===== src/hw/rtl/spk_pkg.sv =====
// Shared types, constants and status codes for the shelf rectangle packer.
// Used by spk_cell, shelf_rect_packer and the testbench; depends on nothing else.
package spk_pkg;

  localparam int MAX_ROWS = 64;
  localparam int IDX_W    = (MAX_ROWS > 1) ? $clog2(MAX_ROWS) : 1;
  localparam int CNT_W    = $clog2(MAX_ROWS + 1);
  localparam int COORD_W  = 13;
  localparam int STAT_W   = 3;

  localparam logic [COORD_W-1:0] ATLAS_RESET = 13'd1024;

  localparam logic FUNC_INSERT = 1'b0;
  localparam logic FUNC_CLEAR  = 1'b1;

  localparam logic [STAT_W-1:0] ST_EXISTING = 3'd0;
  localparam logic [STAT_W-1:0] ST_NEWROW   = 3'd1;
  localparam logic [STAT_W-1:0] ST_NOSPACE  = 3'd2;
  localparam logic [STAT_W-1:0] ST_FULL     = 3'd3;
  localparam logic [STAT_W-1:0] ST_CLEARED  = 3'd4;

  typedef struct packed {
    logic               func;
    logic [COORD_W-1:0] rect_width;
    logic [COORD_W-1:0] rect_height;
  } req_t;

  typedef struct packed {
    logic [STAT_W-1:0]  status;
    logic [COORD_W-1:0] pos_x;
    logic [COORD_W-1:0] pos_y;
  } result_t;

  // Search token travelling down the cell chain
  typedef struct packed {
    logic               active;
    logic [COORD_W-1:0] w;
    logic [COORD_W-1:0] h;
    logic               found;
    logic [IDX_W-1:0]   best_idx;
    logic [COORD_W-1:0] best_h;
    logic [COORD_W-1:0] best_x;
    logic [COORD_W-1:0] best_y;
  } tok_t;

  // Broadcast write into one cell of the chain
  typedef struct packed {
    logic               en;
    logic               new_row;
    logic [IDX_W-1:0]   idx;
    logic [COORD_W-1:0] fill;
    logic [COORD_W-1:0] top;
    logic [COORD_W-1:0] height;
  } row_wr_t;

endpackage


===== src/hw/rtl/spk_cell.sv =====
// One shelf row of the packer: holds fill position, top and height and
// folds its fit test into the passing search token. Depends on spk_pkg.
module spk_cell (
  input  logic                        clk,
  input  logic                        rst,
  input  logic [spk_pkg::IDX_W-1:0]   idx,
  input  logic [spk_pkg::CNT_W-1:0]   row_count,
  input  logic [spk_pkg::COORD_W-1:0] atlas_size,
  input  spk_pkg::row_wr_t            row_wr,
  input  spk_pkg::tok_t               tok_in,
  output spk_pkg::tok_t               tok_out
);
  import spk_pkg::*;

  logic [COORD_W-1:0] fill_x;
  logic [COORD_W-1:0] top_y;
  logic [COORD_W-1:0] height;
  tok_t               tok;
  tok_t               tok_next;

  logic               in_use;
  logic               fits;
  logic [COORD_W:0]   right_edge;
  logic [COORD_W:0]   bottom_edge;

  always_comb begin
    in_use      = {{(CNT_W-IDX_W){1'b0}}, idx} < row_count;
    right_edge  = {1'b0, fill_x} + {1'b0, tok_in.w};
    bottom_edge = {1'b0, top_y} + {1'b0, tok_in.h};
    fits = in_use && (right_edge <= {1'b0, atlas_size})
        && (bottom_edge <= {1'b0, atlas_size}) && (height >= tok_in.h)
        && (!tok_in.found || (height < tok_in.best_h));
    tok_next = tok_in;
    if (fits) begin
      tok_next.found    = 1'b1;
      tok_next.best_idx = idx;
      tok_next.best_h   = height;
      tok_next.best_x   = fill_x;
      tok_next.best_y   = top_y;
    end
  end

  // Row store: written by the controller's broadcast, no reset
  always_ff @(posedge clk) begin
    if (row_wr.en && (row_wr.idx == idx)) begin
      fill_x <= row_wr.fill;
      if (row_wr.new_row) begin
        top_y  <= row_wr.top;
        height <= row_wr.height;
      end
    end
  end

  // Hand the token to the next cell
  always_ff @(posedge clk) begin
    if (rst) begin
      tok.active <= 1'b0;
    end else begin
      tok.active <= tok_next.active;
    end
    tok.w        <= tok_next.w;
    tok.h        <= tok_next.h;
    tok.found    <= tok_next.found;
    tok.best_idx <= tok_next.best_idx;
    tok.best_h   <= tok_next.best_h;
    tok.best_x   <= tok_next.best_x;
    tok.best_y   <= tok_next.best_y;
  end

  assign tok_out = tok;

endmodule


===== config.mk =====
export PLATFORM = sky130hd
export DESIGN_NAME = spk_cell
export DESIGN_NICKNAME = d
export VERILOG_FILES = /design/src/hw/rtl/spk_pkg.sv /design/src/hw/rtl/spk_cell.sv
export SDC_FILE = /design/constraint.sdc
export NUM_CORES = 1
export LEC_CHECK = 0
export ABC_AREA = 1
export BUFFER_PORTS_ARGS = -buffer_cell sky130_fd_sc_hd__buf_4
export CAP_MARGIN = 5
export CORE_UTILIZATION = 43
export CTS_CLUSTER_SIZE = 8
export DETAILED_ROUTE_END_ITERATION = 10
export GPL_TIMING_DRIVEN = 0
export PLACE_DENSITY = 0.77
export SETUP_SLACK_MARGIN = 0.2
export SYNTH_ARGS = -nofsm -noshare
export SYNTH_HDL_FRONTEND = slang
export SYNTH_SLANG_ARGS = --single-unit

===== constraint.sdc =====
create_clock -name clk -period 3.9 [get_ports clk]
set_input_delay 0.78 -clock clk [delete_from_list [all_inputs] [get_ports clk]]
set_output_delay 0.78 -clock clk [all_outputs]
set_load 0.01 [all_outputs]

# Yosys cells after proc, flatten, opt, wreduce, memory -nomap -nowiden
# Index checks and enable logic that the tools add are counted.
# Widths: inputs -> output; s select.
dict set report word_totals {
  input_bits 148
  register_bits 112
  output_inout_bits 73
}
dict set report op_classes {
  muxes 1
  n_addsub 2
  n_eq_ne 1
  order_cmp 5
  n_reduce_logical 8
}
# cell count
set op_table {}
lappend op_table {{$mux 45} 1}
lappend op_table {{$add 13x13->14} 2}
lappend op_table {{$le 14x13->1} 2}
lappend op_table {{$ge 13x13->1} 1}
lappend op_table {{$lt 13x13->1} 1}
lappend op_table {{$lt 6x7->1} 1}
lappend op_table {{$eq 6x6->1} 1}
lappend op_table {{$logic_and 1x1->1} 5}
lappend op_table {{$reduce_and 2->1} 1}
lappend op_table {{$logic_not 1->1} 1}
lappend op_table {{$logic_or 1x1->1} 1}

# Logic depth before layout (Yosys ltp)
dict set report depth {
  ltp_word 7
  ltp_mapped 23
  depth_no_buf 22
}

# Worst setup path after synthesis
# No wires, ideal clock.
dict set report synth_timing {
  kind {input-to-reg}
  startpoint {in idx[0] in the netlist's numbering}
  endpoint {reg height[0], enable pin}
  path_stages 4
  required_ns 3.453
  arrival_time_ns 3.375
  setup_ns 0.447
  slack_ns 0.077
  n_path_buf 0
  path_cell_list {inv_1 a22o_1 or3_1 nor3b_1}
}
dict set report synth_between {
  elab_chain_cells 3
}
# element line
set synth_rtl {}
lappend synth_rtl {{start: declaration} spk_cell.sv:6} ;# input logic [spk_pkg::IDX_W-1:0] idx,
lappend synth_rtl {{$eq 6x6->1} spk_cell.sv:45} ;# if (row_wr.en && (row_wr.idx == idx)) begin
lappend synth_rtl {{$logic_and 1x1->1} spk_cell.sv:45}
lappend synth_rtl {{$reduce_and 2->1 (no line)} n/a}
lappend synth_rtl {{end signal: assignment} spk_cell.sv:49} ;# height <= row_wr.height;
lappend synth_rtl {{end: declaration} spk_cell.sv:17} ;# logic [COORD_W-1:0] height;
# Every way passes these cells.
# A chain may end at the register's enable or synchronous reset.

==> impl_metrics.csv <==
group,metric,value,unit
hold_path,hp-class,"reg -> reg",
yosys,synth_top_area_share,0.2346,
clock_network,cts_buffers,9,
floorplan,dieArea,14970,µm²
timing,finalHoldViolations,0,
global_routing,track_usage,0.2231,
route,first_pass_iters,5,
yosys,ys.flop_type,"dfxtp_1",
setup_path,critPathLaunch,"tok_in[46]",
yosys,synth_area_leaders,"dfxtp_1 23%, edfxtp_1 19%, ha_1 16%, nand2_1 10%, inv_1 5.4%",
setup_path,end_kind,"flip-flop",
clock_network,htree_levels,3,
yosys,synth_common_cells,"173 x nand2_1, 89 x inv_1, 82 x ha_1",
yosys,ys_types,43,
run,drv_cap,0,
global_routing,grt_pass1_wl,25370,µm
yosys,avgSynthCellArea,8.975,µm²
global_routing,grt_max_degree,20,
yosys,synth-warning-count,0,
place,dp_hpwl,13180,µm
floorplan,die_y,122.4,µm
route,num_vias,5590,
yosys,syn-instance-count,694,
timing,tightest_slew,0.8669,ns
setup_path,slowest_stage,"fa_2",
clock_network,cts.clk_slew.worst_paths,0.07,ns
setup_path,critical_path_class,"in -> reg",
yosys,synth-seq-cells,112,
place,postPlaceCellArea,8139,µm²
timing,min_period_over_period,0.9215,
setup_path,r2r_start,"top_y[2]",
yosys,synthArstFlopShare,0,
setup_path,r2r-end,"tok_out[11]",
route,drt_iter0_markers,200,
clock_network,tritoncts,"built",
floorplan,die_x,122.4,µm
yosys,netlist_area,6228,µm²
yosys,seq_area_frac_synth,0.4227,
setup_path,crit_family,"simple AND/OR/NAND/NOR gates",
timing,fin_skew,0.009230,ns
yosys,synth_most_common_cell,"nand2_1",
timing,grt_setup_unrepaired,"yes",
clock_network,cts_hold_buffers,0,
timing,max-slew-margin-rel,0.4148,
route,drc,0,
finish,antenna-diode-count,0,
yosys,yosysTopAreaCell,"dfxtp_1",
setup_path,worst_r2r_path_depth,24,
timing,min_period,3.594,ns
finish,multiInputGateArea,3229,µm²
timing,max_freq,278.3,MHz
clock_network,clock_sinks,112,
route,via_per_inst,4.987,
setup_path,cp-start-kind,"input pin",
power,ir_drop,0.0003465,V
setup_path,rrSetupSlack,0.36,ns
finish,final_area,8811,µm²
floorplan,num_rows,43,
setup_path,crit_path_cell_trace,"buf_4 -> ha_1 -> inv_1 -> fa_2 -> nor4_1 -> nor2_1 -> o21ai_2 -> a31oi_1 -> xor2_1 -> inv_1 -> ha_1 -> nand2_1 -> inv_1 -> nand2_1 -> nand2_1 -> nand2_1 -> nand2_2 -> a21oi_4 -> nand3_4 -> buf_12 -> clkbuf_16 -> nand2_2 -> nand2_1",
setup_path,cp.required,4.15,ns
place,gp_congestion,0.8328,
timing,setup_viol,0,
route,wl_per_cell,15.06,µm
route,ant_nets,0,
setup_path,worstPathArrival,3.84,ns
global_routing,grt_pass1_vias,5327,
yosys,synth_nets,926,
power,power.density,332.9,nW/µm²
floorplan,core_region_area,13990,µm²
place,port-buffer-count,220,
route,wl,16880,µm
global_routing,grt_antenna_before_repair,0,
timing,slew_violations,0,
finish,fill_cells,1222,
floorplan,ios,221,
hold_path,worstHoldEndpoint,"tok_out[18]",
setup_path,cp_num_buf_inv,6,
yosys,synth_enable_flop_cells,39,
hold_path,hold_path_depth,2,
global_routing,grt_remaining_overflow,0,
setup_path,critPathMaxStageDelay,0.37,ns
power,p_leak,0.004436,µW
floorplan,start_util,0.4453,
setup_path,path_common_cell,"nand2_1",
finish,seq_area,2633,µm²
finish,drive_above_1_share,0.3433,
hold_path,hp-start,"fill_x[5]",
clock_network,clk_latency,0.36,ns
finish,final_nets,1168,
run_status,status,"finished, final reports clean",
clock_network,clk_path_buf_depth,2,
setup_path,worstPathMaxFanout,5,
clock_network,root_buffer,"clkbuf_16",
finish,synthToLayoutAreaGrowth,41.46,%
finish,final_util,0.6299,
-- worst reg2reg max path: cells and delay by family (launching register included) --
kind	cells	cell delay, ns
xor+xnor	1	0.25
buf+inv	3	0.38
flops	1	0.46
fa+ha+maj	2	0.60
compound gates	5	0.83
simple gates	13	0.93
-- power breakdown --
part	total, µW	switching, µW	internal (µW)
logic	737	369	368
registers	1280	18.0	1270
clock network	911	413	498
total	2930	800	2130
-- placed cells by master, fill, tap and decap left out, drive strengths merged, types with 19 or more instances in the layout --
cell / count
nor2: 27
nand4: 53
inv: 92
dfxtp: 73
edfxtp: 39
a21oi: 40
nand3: 19
clkbuf: 19
ha: 82
buf: 241
nand2: 175
-- state kept, by name, summed over array words and instances, names as in the netlist --
signal / cells
fill_x: 13
height: 13
tok_out: 73
top_y: 13
-- per-stage QoR --
step                std cells  hold WS, ns  setup slack (ns)  setup TNS, ns  total power (µW)
floorplan                 694       0.4915            0.4229              0              1692
global placement         1094       0.5088           -0.2541         -9.365              1979
detailed placement       1096       0.5202           -0.2782         -10.65              1995
CTS                      1112       0.5252            0.2351              0              2908
global route             1121       0.5227           0.05045              0              3089
finish                   1121       0.5255            0.3063              0              2933
-- kinds of logic after synthesis --
logic type      synth area share
compound gates           0.07694
flops                     0.4227
buf+inv                  0.09100
fa+ha+maj                 0.1712
simple gates              0.2073
xor+xnor                 0.03094
-- metal layers --
metal / GRT usage / vias to the layer above / routed length (µm)
li1: - / 2838 / -
met1: 0.2719 / 2561 / 7232
met2: 0.3810 / 168 / 8246
met3: 0.05716 / 23 / 1052
met4: 0.07393 / 0 / 350
met5: 0 / - / 0
-- final cells by class --
class	count	area share
Multi-Input combinational cell	473	0.3665
Sequential cell	112	0.2988
Timing Repair Buffer	231	0.2092
Inverter	91	0.03877
Buffer	18	0.02840
Clock buffer	11	0.02641
Tap cell	180	0.02556
Clock inverter	5	0.006390
-- what timing repair did --
item / 4_1_cts / 5_1_grt
pin swaps: 0 / 19
buffers inserted: 0 / 5
hold endpoints to repair: 0 / 0
gates cloned: 0 / 4
resized for setup: 2 / 65
endpoints found under the setup margin: 41 / 46
-- worst max-delay path by stage --
stage                        to  depth (start not counted)
global route        tok_out[34]                         24
finish              tok_out[11]                         23
CTS                 tok_out[12]                         21
floorplan           tok_out[27]                         21
global placement     tok_out[8]                         24
detailed placement  tok_out[13]                         24
Power figures use the tool's default switching activity.
